$ cat src/rtl/sfsm_pkg.sv
package sfsm_pkg;

    // Number of fault categories that get a counter of their own
    localparam int FAULT_TYPES_DEF = 8;

    // Total fault count at which degraded gives up and goes safe
    localparam logic [31:0] FAULT_LIMIT = 32'd4;

    // Reset values of the configuration registers
    localparam logic [15:0] RECOVERY_OK_RST = 16'd10;
    localparam logic [31:0] TIMEOUT_RST     = 32'd30000;

    // Configuration register indexes
    localparam logic [7:0] CFG_RECOVERY_OK = 8'd0;
    localparam logic [7:0] CFG_TIMEOUT     = 8'd1;

    // Event kinds
    localparam logic [1:0] FUNC_FAULT = 2'd0;
    localparam logic [1:0] FUNC_OK    = 2'd1;
    localparam logic [1:0] FUNC_TICK  = 2'd2;
    localparam logic [1:0] FUNC_TEST  = 2'd3;

    // Reported state codes
    localparam logic [1:0] CODE_NORMAL     = 2'd0;
    localparam logic [1:0] CODE_DEGRADED   = 2'd1;
    localparam logic [1:0] CODE_SAFE       = 2'd2;
    localparam logic [1:0] CODE_FAILSILENT = 2'd3;

    typedef enum logic [3:0] {
        ST_NORMAL     = 4'b0001,
        ST_DEGRADED   = 4'b0010,
        ST_SAFE       = 4'b0100,
        ST_FAILSILENT = 4'b1000
    } t_state;

    typedef struct packed {
        logic [1:0]  func;
        logic [3:0]  fault_type;
        logic [31:0] tick_value;
        logic        test_pass;
    } t_in_item;

    typedef struct packed {
        logic [1:0]  safety_state;
        logic        actuator_allowed;
        logic        safe_action;
        logic [31:0] total_fault_count;
        logic [15:0] type_fault_count;
        logic        self_test_ok;
    } t_out_item;

    // Top level to fault counters
    typedef struct packed {
        logic       count_en;
        logic [3:0] fault_type;
    } t_cnt_ctrl;

    // Fault counters to top level: counts after the current event
    typedef struct packed {
        logic [31:0] total_next;
        logic [15:0] type_next;
    } t_cnt_status;

    function automatic logic [1:0] state_code(input t_state s);
        logic [1:0] code;
        unique case (s)
            ST_NORMAL:     code = CODE_NORMAL;
            ST_DEGRADED:   code = CODE_DEGRADED;
            ST_SAFE:       code = CODE_SAFE;
            ST_FAILSILENT: code = CODE_FAILSILENT;
            default:       code = CODE_SAFE;
        endcase
        return code;
    endfunction

endpackage

$ cat src/rtl/sfsm_fault_cnt.sv
module sfsm_fault_cnt #(
    parameter int FAULT_TYPES = sfsm_pkg::FAULT_TYPES_DEF
) (
    input  logic                  i_clk,
    input  logic                  i_rst_n,
    input  sfsm_pkg::t_cnt_ctrl   i_ctrl,
    output sfsm_pkg::t_cnt_status o_status
);

    logic [31:0] r_total;
    logic [31:0] n_total;
    logic [15:0] r_type [FAULT_TYPES];
    logic [15:0] n_type [FAULT_TYPES];
    logic [15:0] type_next;

    always_comb begin
        n_total = r_total;
        if (i_ctrl.count_en && (r_total != '1)) begin
            n_total = r_total + 32'd1;
        end
    end

    // Per-type counters saturate; categories outside the range read as zero
    always_comb begin
        type_next = '0;
        for (int i = 0; i < FAULT_TYPES; i++) begin
            n_type[i] = r_type[i];
            if (i_ctrl.count_en && (i_ctrl.fault_type == 4'(i)) && (r_type[i] != '1)) begin
                n_type[i] = r_type[i] + 16'd1;
            end
            if (i_ctrl.fault_type == 4'(i)) begin
                type_next = n_type[i];
            end
        end
    end

    always_ff @(posedge i_clk) begin
        if (!i_rst_n) begin
            r_total <= '0;
            for (int i = 0; i < FAULT_TYPES; i++) begin
                r_type[i] <= '0;
            end
        end else begin
            r_total <= n_total;
            for (int i = 0; i < FAULT_TYPES; i++) begin
                r_type[i] <= n_type[i];
            end
        end
    end

    assign o_status.total_next = n_total;
    assign o_status.type_next  = type_next;

    a_total_monotonic: assert property (@(posedge i_clk) disable iff (!i_rst_n)
        $past(i_rst_n) |-> (r_total >= $past(r_total)))
        else $error("total fault count decreased");

    a_total_step: assert property (@(posedge i_clk) disable iff (!i_rst_n)
        $past(i_rst_n) && !$past(i_ctrl.count_en) |-> $stable(r_total))
        else $error("total fault count moved without a counted fault");

endmodule

$ cat src/rtl/safety_fault_state_machine_top.sv
// A result passes from the input register through the result register, where it is held
// until its transfer out completes; a stall on the result side holds both registers.
// Throughput: one event per cycle while the result side does not stall; the state update
// for an event is combinational between the input register and the result register.
// Reset (i_rst_n low, synchronous): state normal, all fault counters, ok run, entry
// tick and self-test flag zero; recovery count 10, timeout 30000; ready right after.
module safety_fault_state_machine_top #(
    parameter int FAULT_TYPES = sfsm_pkg::FAULT_TYPES_DEF
) (
    input  logic                i_clk,
    input  logic                i_rst_n,
    // event channel
    input  logic                i_in_valid,
    input  sfsm_pkg::t_in_item  i_in_data,
    output logic                o_in_stall,
    // result channel
    output logic                o_out_valid,
    output sfsm_pkg::t_out_item o_out_data,
    input  logic                i_out_stall,
    // configuration write channel
    input  logic                i_cfg_valid,
    input  logic [7:0]          i_cfg_index,
    input  logic [31:0]         i_cfg_data,
    output logic                o_cfg_ready
);

    // Handshake control
    logic                r_in_valid;
    sfsm_pkg::t_in_item  r_in;
    logic                r_out_valid;
    sfsm_pkg::t_out_item r_out;
    logic                advance;
    logic                in_take;
    logic                process;

    // Configuration registers
    logic [15:0] r_recovery_ok;
    logic [31:0] r_timeout;

    // Supervisor state
    sfsm_pkg::t_state r_state;
    sfsm_pkg::t_state n_state;
    logic [15:0]      r_ok_run;
    logic [15:0]      n_ok_run;
    logic [15:0]      ok_inc;
    logic [31:0]      r_start;
    logic [31:0]      n_start;
    logic             r_flag;
    logic             n_flag;
    logic             pulse;
    logic [31:0]      elapsed;

    sfsm_pkg::t_cnt_ctrl   cnt_ctrl;
    sfsm_pkg::t_cnt_status cnt_status;

    // The result register moves when it is empty or its transfer completes now.
    // The input register moves into processing whenever the result side moves.
    assign advance     = !r_out_valid || !i_out_stall;
    assign o_in_stall  = r_in_valid && !advance;
    assign in_take     = i_in_valid && !o_in_stall;
    assign process     = r_in_valid && advance;
    assign o_cfg_ready = 1'b1;

    always_ff @(posedge i_clk) begin
        if (!i_rst_n) begin
            r_in_valid <= 1'b0;
        end else if (in_take) begin
            r_in_valid <= 1'b1;
        end else if (advance) begin
            r_in_valid <= 1'b0;
        end
    end

    // Payload holds until the next transfer, no reset needed
    always_ff @(posedge i_clk) begin
        if (in_take) begin
            r_in <= i_in_data;
        end
    end

    // Configuration writes; indexes outside the register list are dropped
    always_ff @(posedge i_clk) begin
        if (!i_rst_n) begin
            r_recovery_ok <= sfsm_pkg::RECOVERY_OK_RST;
            r_timeout     <= sfsm_pkg::TIMEOUT_RST;
        end else if (i_cfg_valid && o_cfg_ready) begin
            if (i_cfg_index == sfsm_pkg::CFG_RECOVERY_OK) begin
                r_recovery_ok <= i_cfg_data[15:0];
            end
            if (i_cfg_index == sfsm_pkg::CFG_TIMEOUT) begin
                r_timeout <= i_cfg_data;
            end
        end
    end

    // Faults are counted in every state but fail-silent
    assign cnt_ctrl.count_en   = process && (r_in.func == sfsm_pkg::FUNC_FAULT)
                                 && (r_state != sfsm_pkg::ST_FAILSILENT);
    assign cnt_ctrl.fault_type = r_in.fault_type;

    sfsm_fault_cnt #(
        .FAULT_TYPES (FAULT_TYPES)
    ) u_fault_cnt (
        .i_clk    (i_clk),
        .i_rst_n  (i_rst_n),
        .i_ctrl   (cnt_ctrl),
        .o_status (cnt_status)
    );

    // Time in degraded, wrap-safe: plain modulo-2^32 difference
    assign elapsed = r_in.tick_value - r_start;
    assign ok_inc  = (r_ok_run != '1) ? (r_ok_run + 16'd1) : r_ok_run;

    always_comb begin
        n_state  = r_state;
        n_ok_run = r_ok_run;
        n_start  = r_start;
        n_flag   = r_flag;
        pulse    = 1'b0;
        if (process) begin
            unique case (r_in.func)
                sfsm_pkg::FUNC_FAULT: begin
                    // A fault clears the ok run and escalates one step; degraded goes safe only at the fault limit
                    if (r_state != sfsm_pkg::ST_FAILSILENT) begin
                        n_ok_run = '0;
                        unique case (r_state)
                            sfsm_pkg::ST_NORMAL: begin
                                n_state = sfsm_pkg::ST_DEGRADED;
                                n_start = r_in.tick_value;
                            end
                            sfsm_pkg::ST_DEGRADED: begin
                                if (cnt_status.total_next >= sfsm_pkg::FAULT_LIMIT) begin
                                    n_state = sfsm_pkg::ST_SAFE;
                                    pulse   = 1'b1;
                                end
                            end
                            sfsm_pkg::ST_SAFE: begin
                                n_state = sfsm_pkg::ST_FAILSILENT;
                                pulse   = 1'b1;
                            end
                            default: begin
                            end
                        endcase
                    end
                end
                sfsm_pkg::FUNC_OK: begin
                    // Count consecutive oks only in degraded; enough of them recover
                    if (r_state == sfsm_pkg::ST_DEGRADED) begin
                        if (ok_inc >= r_recovery_ok) begin
                            n_state  = sfsm_pkg::ST_NORMAL;
                            n_ok_run = '0;
                        end else begin
                            n_ok_run = ok_inc;
                        end
                    end
                end
                sfsm_pkg::FUNC_TICK: begin
                    if ((r_state == sfsm_pkg::ST_DEGRADED) && (elapsed >= r_timeout)) begin
                        n_state = sfsm_pkg::ST_SAFE;
                        pulse   = 1'b1;
                    end
                end
                sfsm_pkg::FUNC_TEST: begin
                    // A failed self-test forces safe from anywhere, with no pulse
                    n_flag = r_in.test_pass;
                    if (!r_in.test_pass) begin
                        n_state = sfsm_pkg::ST_SAFE;
                    end
                end
                default: begin
                end
            endcase
        end
    end

    always_ff @(posedge i_clk) begin
        if (!i_rst_n) begin
            r_state  <= sfsm_pkg::ST_NORMAL;
            r_ok_run <= '0;
            r_start  <= '0;
            r_flag   <= 1'b0;
        end else begin
            r_state  <= n_state;
            r_ok_run <= n_ok_run;
            r_start  <= n_start;
            r_flag   <= n_flag;
        end
    end

    // Result register: load on processing, drop once the transfer completes
    always_ff @(posedge i_clk) begin
        if (!i_rst_n) begin
            r_out_valid <= 1'b0;
        end else if (process) begin
            r_out_valid <= 1'b1;
        end else if (!i_out_stall) begin
            r_out_valid <= 1'b0;
        end
    end

    always_ff @(posedge i_clk) begin
        if (process) begin
            r_out.safety_state      <= sfsm_pkg::state_code(n_state);
            r_out.actuator_allowed  <= (n_state == sfsm_pkg::ST_NORMAL)
                                       || (n_state == sfsm_pkg::ST_DEGRADED);
            r_out.safe_action       <= pulse;
            r_out.total_fault_count <= cnt_status.total_next;
            r_out.type_fault_count  <= (r_in.func == sfsm_pkg::FUNC_FAULT)
                                       ? cnt_status.type_next : 16'd0;
            r_out.self_test_ok      <= n_flag;
        end
    end

    assign o_out_valid = r_out_valid;
    assign o_out_data  = r_out;

    a_state_onehot: assert property (@(posedge i_clk) disable iff (!i_rst_n)
        $onehot(r_state))
        else $error("supervisor state lost its one-hot form");

    a_failsilent_exit: assert property (@(posedge i_clk) disable iff (!i_rst_n)
        $past(i_rst_n) && ($past(r_state) == sfsm_pkg::ST_FAILSILENT)
        && (r_state != sfsm_pkg::ST_FAILSILENT) |-> (r_state == sfsm_pkg::ST_SAFE))
        else $error("fail-silent left for a state other than safe");

    a_process_delivers: assert property (@(posedge i_clk) disable iff (!i_rst_n)
        process |=> r_out_valid)
        else $error("processed event produced no result");

    a_pulse_actuator_off: assert property (@(posedge i_clk) disable iff (!i_rst_n)
        r_out_valid && r_out.safe_action |-> !r_out.actuator_allowed)
        else $error("safe action raised while actuators remain allowed");

endmodule
$ cat config.mk
export PLATFORM = sky130hd
export DESIGN_NAME = safety_fault_state_machine_top
export DESIGN_NICKNAME = d
export VERILOG_FILES = /design/src/rtl/sfsm_pkg.sv /design/src/rtl/sfsm_fault_cnt.sv /design/src/rtl/safety_fault_state_machine_top.sv
export SDC_FILE = /design/constraint.sdc
export NUM_CORES = 1
export LEC_CHECK = 0
export CORE_AREA = 3 3 206 258
export CTS_CLUSTER_SIZE = 8
export DETAILED_ROUTE_END_ITERATION = 16
export DIE_AREA = 0 0 209 261
export DONT_BUFFER_PORTS = 1
export HOLD_SLACK_MARGIN = 0.03
export SLEW_MARGIN = 20
export SYNTH_ARGS = -nofsm -noshare
export SYNTH_HDL_FRONTEND = slang
export SYNTH_SLANG_ARGS = --single-unit
$ cat constraint.sdc
create_clock -name i_clk -period 4.9 [get_ports i_clk]
set_input_delay 0.735 -clock i_clk [delete_from_list [all_inputs] [get_ports i_clk]]
set_output_delay 0.735 -clock i_clk [all_outputs]
set_load 0.005 [all_outputs]
# --- Yosys cells after proc, flatten, opt, wreduce, memory -nomap -nowiden ---
# Memories as Yosys holds them, arrays and structs flattened.
# Index checks and enable logic that the tools add are counted.
classes:
  n_addsub: 11
  n_lt_le_gt_ge: 3
  eq_ne: 31
  n_mux: 53
  bitwise: 8
  reduce_logical: 38
op_table:
  columns: ["operator", "count"]
  rows:
  - ["two-way mux 16 bit", 28]
  - ["adder 16 x 1 -> 16 bit (second input constant)", 9]
  - ["inequality test 16 bit (second input constant)", 9]
  - ["adder 32 x 1 -> 32 bit (second input constant)", 1]
  - [">= comparator 32 x 3 -> 1 bit (second input constant)", 1]
  - [">= comparator 32 bit", 1]
  - ["two-way mux 32 bit", 1]
  - ["inequality test 32 bit (second input constant)", 1]
  - ["one-hot mux 16 bit (2 select lines)", 1]
  - ["subtractor 32 bit", 1]
  - ["two-way mux 4 bit", 7]
  - ["logical AND 1 bit", 23]
  - ["== test 4 x 3 -> 1 bit (second input constant)", 5]
  - ["== test 4 x 2 -> 1 bit (second input constant)", 4]
  - [">= comparator 16 bit", 1]
  - ["one-hot mux 4 bit (4 select lines)", 1]
  - ["== test 4 x 1 -> 1 bit (second input constant)", 3]
  - ["one-hot mux 4 bit (3 select lines)", 1]
  - ["two-way mux 1 bit", 11]
  - ["== test 8 x 1 -> 1 bit (second input constant)", 1]
  - ["zero test 8 bit", 1]
  - ["bitwise OR 1 bit", 8]
  - ["AND reduction 4 bit", 2]
  - ["one-hot mux 2 bit (3 select lines)", 1]
  - ["13 further kinds", 22]
word_totals:
  regBits: 227
  mem_bits_rw: 128
  output_inout_bits: 56
  word_cells: 164
  mem_count: 1
memory_table:
  columns: ["memory", "depth", "word_bits", "rd", "rd_clocked_by_memory_dff", "wr", "line_no", "source"]
  rows:
  - ["u_fault_cnt.r_type", 8, 16, 8, 0, 8, "sfsm_fault_cnt.sv:12", "logic [15:0] r_type [FAULT_TYPES];"]

# --- Depth between registers and ports, before layout ---
depth:
  ltp_word: 16
  depth_mapped: 22
  ltp_nobuf: 22

# --- Modules after synthesis ---
# Synthesis repeated with hierarchy kept, for this count alone.
hier_totals:
  cells_unflattened: 2158
  area_unflattened_um2: 19060.8
modules_own_cells:
  columns: ["module", "n_inst", "cells_per_inst", "area_each_um2", "seq_area_each_um2"]
  rows:
  - ["safety_fault_state_machine_top", 1, 1079, 10203.5, 4824.6]
  - ["sfsm_fault_cnt", 1, 1079, 8857.2, 3203.1]

# --- Worst setup path after synthesis ---
# Ideal clock, no wire load.
synth_timing:
  kind: "register -> register"
  from: "reg r_in[1] in the netlist's numbering"
  to: "reg r_out (netlist bit o_out_data[50]), data pin"
  arrival_time_ps: 4574
  required_ps: 4644
  slack_ps: 71
  path_stages_with_launch: 22
  path_cell_list: "edfxtp_1 inv_1 ha_1 inv_1 fa_1 a211oi_1 nor2_1 o211ai_1 a21oi_1 o31ai_1 a21oi_1 a221oi_1 o21ai_0 xor2_1 ha_1 a211oi_1 nand3_1 a2111o_1 o21a_1 o311ai_0 nand3b_1 and4_1"
synth_via:
  elab_chain_len: 8
  elab_cells_between_ends: 9
synth_lines:
  columns: ["element", "line_no", "source"]
  rows:
  - ["start, declared", "safety_fault_state_machine_top.sv:29", "sfsm_pkg::t_in_item r_in;"]
  - ["start signal, assigned", "safety_fault_state_machine_top.sv:77", "r_in <= i_in_data;"]
  - ["subtractor 32 bit *", "safety_fault_state_machine_top.sv:111", "assign elapsed = r_in.tick_value - r_start;"]
  - [">= comparator 32 bit *", "safety_fault_state_machine_top.sv:158", "if ((r_state == sfsm_pkg::ST_DEGRADED) && (elapsed >= r_timeout)) begin"]
  - ["logical AND 1 bit *", "safety_fault_state_machine_top.sv:158", null]
  - ["two-way mux 4 bit *", "safety_fault_state_machine_top.sv:158", null]
  - ["one-hot mux 4 bit (4 select lines) *", "safety_fault_state_machine_top.sv:121", "unique case (r_in.func)"]
  - ["two-way mux 4 bit *", "safety_fault_state_machine_top.sv:120", "if (process) begin"]
  - ["== test 4 x 1 -> 1 bit or == test 4 x 2 -> 1 bit (tied branches)", "safety_fault_state_machine_top.sv:204, safety_fault_state_machine_top.sv:205", null]
  - ["logical OR 1 bit *", "safety_fault_state_machine_top.sv:205", "|| (n_state == sfsm_pkg::ST_DEGRADED);"]
  - ["end, declared", "safety_fault_state_machine_top.sv:31", "sfsm_pkg::t_out_item r_out;"]
# Every way passes the cells marked *; elsewhere a longest branch is shown, timed or not.
# A chain may end at the register's enable or synchronous reset.

# --- Final worst setup path ---
# Same ends and word-level chain as after synthesis.

==> key figures <==
Placement
  • PortBufs: 0
  • Placed cell areas: 20100 um2
  • Routability cong.: 0.914
  • DP Wirelength: 35.7 mm
  • Placed Instances: 2740

Timing
  • Final worst path period share: 101%
  • Max Fclk: 202 MHz
  • Final Hold Viols: 0
  • RSZ-0062 raised after global routing: yes
  • Rel. slew slack: 35.5%
  • Post-route setup TNS: -0.0595 ns
  • Final Worst Setup Slack: -0.0595 ns
  • Slew Limit Fails: 0
  • Worst-Margin Slew: 0.954 ns
  • Tmin final: 4.96 ns
  • Clock Skews: 0.0267 ns
  • Final setup vio count: 1

Global routing
  • Number of global-route vias before repair: 15000
  • Largest net degree at the start of global routing: 264
  • Antenna violations before repair: 3
  • Global-route wire length before repair: 77.7 mm
  • GRT Total Usage: 17.4%
  • Grt total ovfl: 0

Run status
  • Status: finished with violations
  • Violated checks: setup timing

Worst setup path
  • CP Capture Type: register
  • Worst EP required: 5.23 ns
  • Critical path arrival: 5.29 ns
  • Worst Path Max Fanout: 3
  • Crit Path Category: reg -> reg
  • Setup crit start kind: register

Final layout
  • FILL cells: 4965
  • Fin util: 43.0%
  • Syn-to-layout area delta: 13.4%
  • Multi-input logic area: 10500 um2
  • Layout cells sized above 1: 8.42%
  • Seq. cell area: 8030 um2
  • Diode count: 0
  • Most common cell after layout, fill and taps aside: dfxtp_1
  • Final Non-Filler Cells: 2832
  • NumNets Final: 2315
  • Post-route cell area: 21800 um2
  • Most frequent cells in the layout: dfxtp_1, nand2_1, nor2b_1

Yosys
  • Post-Synthesis Cells: 2110
  • Synth Net Count: 2284
  • Ys async rst share: 0%
  • Ys flop type: dfxtp_1
  • Synth Register Bits: 355
  • Yosys Warn Count: 0
  • Post-Syn Area: 19200 um2
  • Distinct cell type count after synthesis: 106
  • Synth Area per Inst: 9.10 um2
  • Post-synth EDFFs: 92
  • Register area share after synthesis: 41.8%

Detailed routing
  • TritonRoute pass-1 iters: 6
  • Final WL: 48.6 mm
  • Post-DR vias/cell: 5.32
  • DRT antenna net count: 0
  • Iter 0 DRT Violations: 958
  • Wire length per cell: 17.2 um
  • Remaining DRCs: 0
  • Vias: 15100

Floorplan
  • I/O Pins: 140
  • Die X-Extent: 209 um
  • Die area: 54500 um2
  • Core Footprint: 50600 um2
  • Std cell rows: 92
  • Die height: 261 um
  • Starting Density: 37.9%

Pwr
  • Tot Pwr: 6.82 mW
  • Leak: 7.78 nW
  • Worst vdd ir: 0.291 mV
  • Pwr dens: 313 nW/um2

Clock network
  • Latest clock arrival within the worst-skew pair: 0.58 ns
  • CTS tree: built
  • Num CTS Buffers: 51
  • H-tree levels: 2
  • Clock tree sinks: 355
  • Clk slew on worst S/H paths: 0.05 ns
  • Max Buffers Root-to-Sink: 3
  • Clock Tree Root: clkbuf_16

Run
  • Max-Cap Viols: 0

Hold path
  • Hold crit path type: in -> reg
cell usage after synthesis (13+ instances only):
cell type | number | area, um2
a21boi_0 | 65 | 488
a21o_1 | 22 | 165
a21oi_1 | 65 | 325
a31oi_1 | 13 | 81.3
and2_1 | 71 | 444
and3_1 | 42 | 263
and4_1 | 21 | 184
clkbuf_1 | 71 | 267
dfxtp_1 | 263 | 5270
edfxtp_1 | 92 | 2760
ha_1 | 89 | 1110
inv_1 | 123 | 462
mux2i_1 | 27 | 270
nand2_1 | 218 | 818
nand3_1 | 82 | 410
nand4_1 | 61 | 382
nor2_1 | 113 | 424
nor2b_1 | 145 | 907
nor3_1 | 34 | 170
o211ai_1 | 23 | 173
o21ai_0 | 57 | 285
o22ai_1 | 17 | 106
xnor2_1 | 94 | 823
xor2_1 | 92 | 806
state kept, by name, summed over array words and instances, names as in the netlist:
name                 count
cnt_ctrl                 4
o_out_data              53
o_out_valid              1
r_flag                   1
r_in                    35
r_in_valid               1
r_ok_run                16
r_recovery_ok           16
r_start                 32
r_state                  4
r_timeout               32
u_fault_cnt.r_total     32
u_fault_cnt.r_type     128
path summary, 6_finish.rpt:
path,start,endpoint,slack (ns),cells after the start
min,i_in_data[36],cnt_ctrl[3],0.25,0
min reg2reg,r_start[7],r_start[7],0.46,2
max,r_in[1],o_out_data[50],-0.06,24
max reg2reg,r_in[1],o_out_data[50],-0.06,24
where the power goes:
part	internal, mW	switching (mW)	leakage, nW
sequential	3.06	0.0369	2.98
clock	1.99	1.28	0.708
combinational	0.205	0.239	4.09
total	5.26	1.55	7.78
timing repair:
action	4_1_cts	5_1_grt
pin swaps	2	21
setup endpoints to repair	6	6
hold buffers	0	0
setup buffers	1	6
resized for setup	12	16
worst max-delay path: stages (launching register included):
cell and delay, ns:
edfxtp_1 0.39, inv_1 0.08, ha_2 0.18, inv_2 0.04, fa_2 0.36, a211oi_2 0.25
nor2_2 0.07, o211ai_1 0.17, buf_4 0.16, a21oi_4 0.08, o21ai_1 0.15, nand2b_1 0.07
a21oi_1 0.19, xnor2_1 0.15, ha_1 0.26, and3_1 0.20, a221oi_1 0.29, o21ai_0 0.11
and3_1 0.19, a2111o_1 0.38, o21a_1 0.23, o311ai_2 0.29, buf_4 0.16, nand3b_1 0.09
and4_1 0.18
logic make-up after synthesis:
kind of cell	share of synthesized area (%)
XOR/XNOR	8.49
AO/OA/AOI/OAI	13.5
adder cells (fa/ha/maj)	5.91
multiplexers	1.64
other	0.0195
flip-flops	41.8
AND/OR/NAND/NOR	24.2
buffers and inverters	4.43
layout make-up:
| type | count | area share [%] |
|---|---|---|
| clock inverter | 3 | 0.150 |
| multi-input combinational | 1544 | 48.1 |
| clock buffer | 83 | 6.66 |
| tap | 658 | 3.78 |
| sequential | 355 | 36.9 |
| inverter | 124 | 2.16 |
| timing repair buffer | 65 | 2.24 |
layer usage:
layer / wire length, um / part of all wire [%] / vias up / GRT usage [%]
met1: 20500 / 42 / 7071 / 20.5
met3: 2460 / 5.1 / 125 / 3.86
met5: 48 / 0.099 / - / 0
li1: - / - / 7470 / -
met4: 2140 / 4.4 / 6 / 7.65
met2: 23500 / 48 / 391 / 30.5
per-stage QoR:
stage | worst slack (ns) | hold WS (ns)
4_1_cts | -0.00338 | 0.212
2_1_floorplan | 0.0705 | 0.443
6_report | -0.0595 | 0.249
3_3_place_gp | -0.478 | 0.449
3_5_place_dp | -0.521 | 0.456
5_1_grt | -0.409 | 0.211
Power figures use the tool's default switching activity.
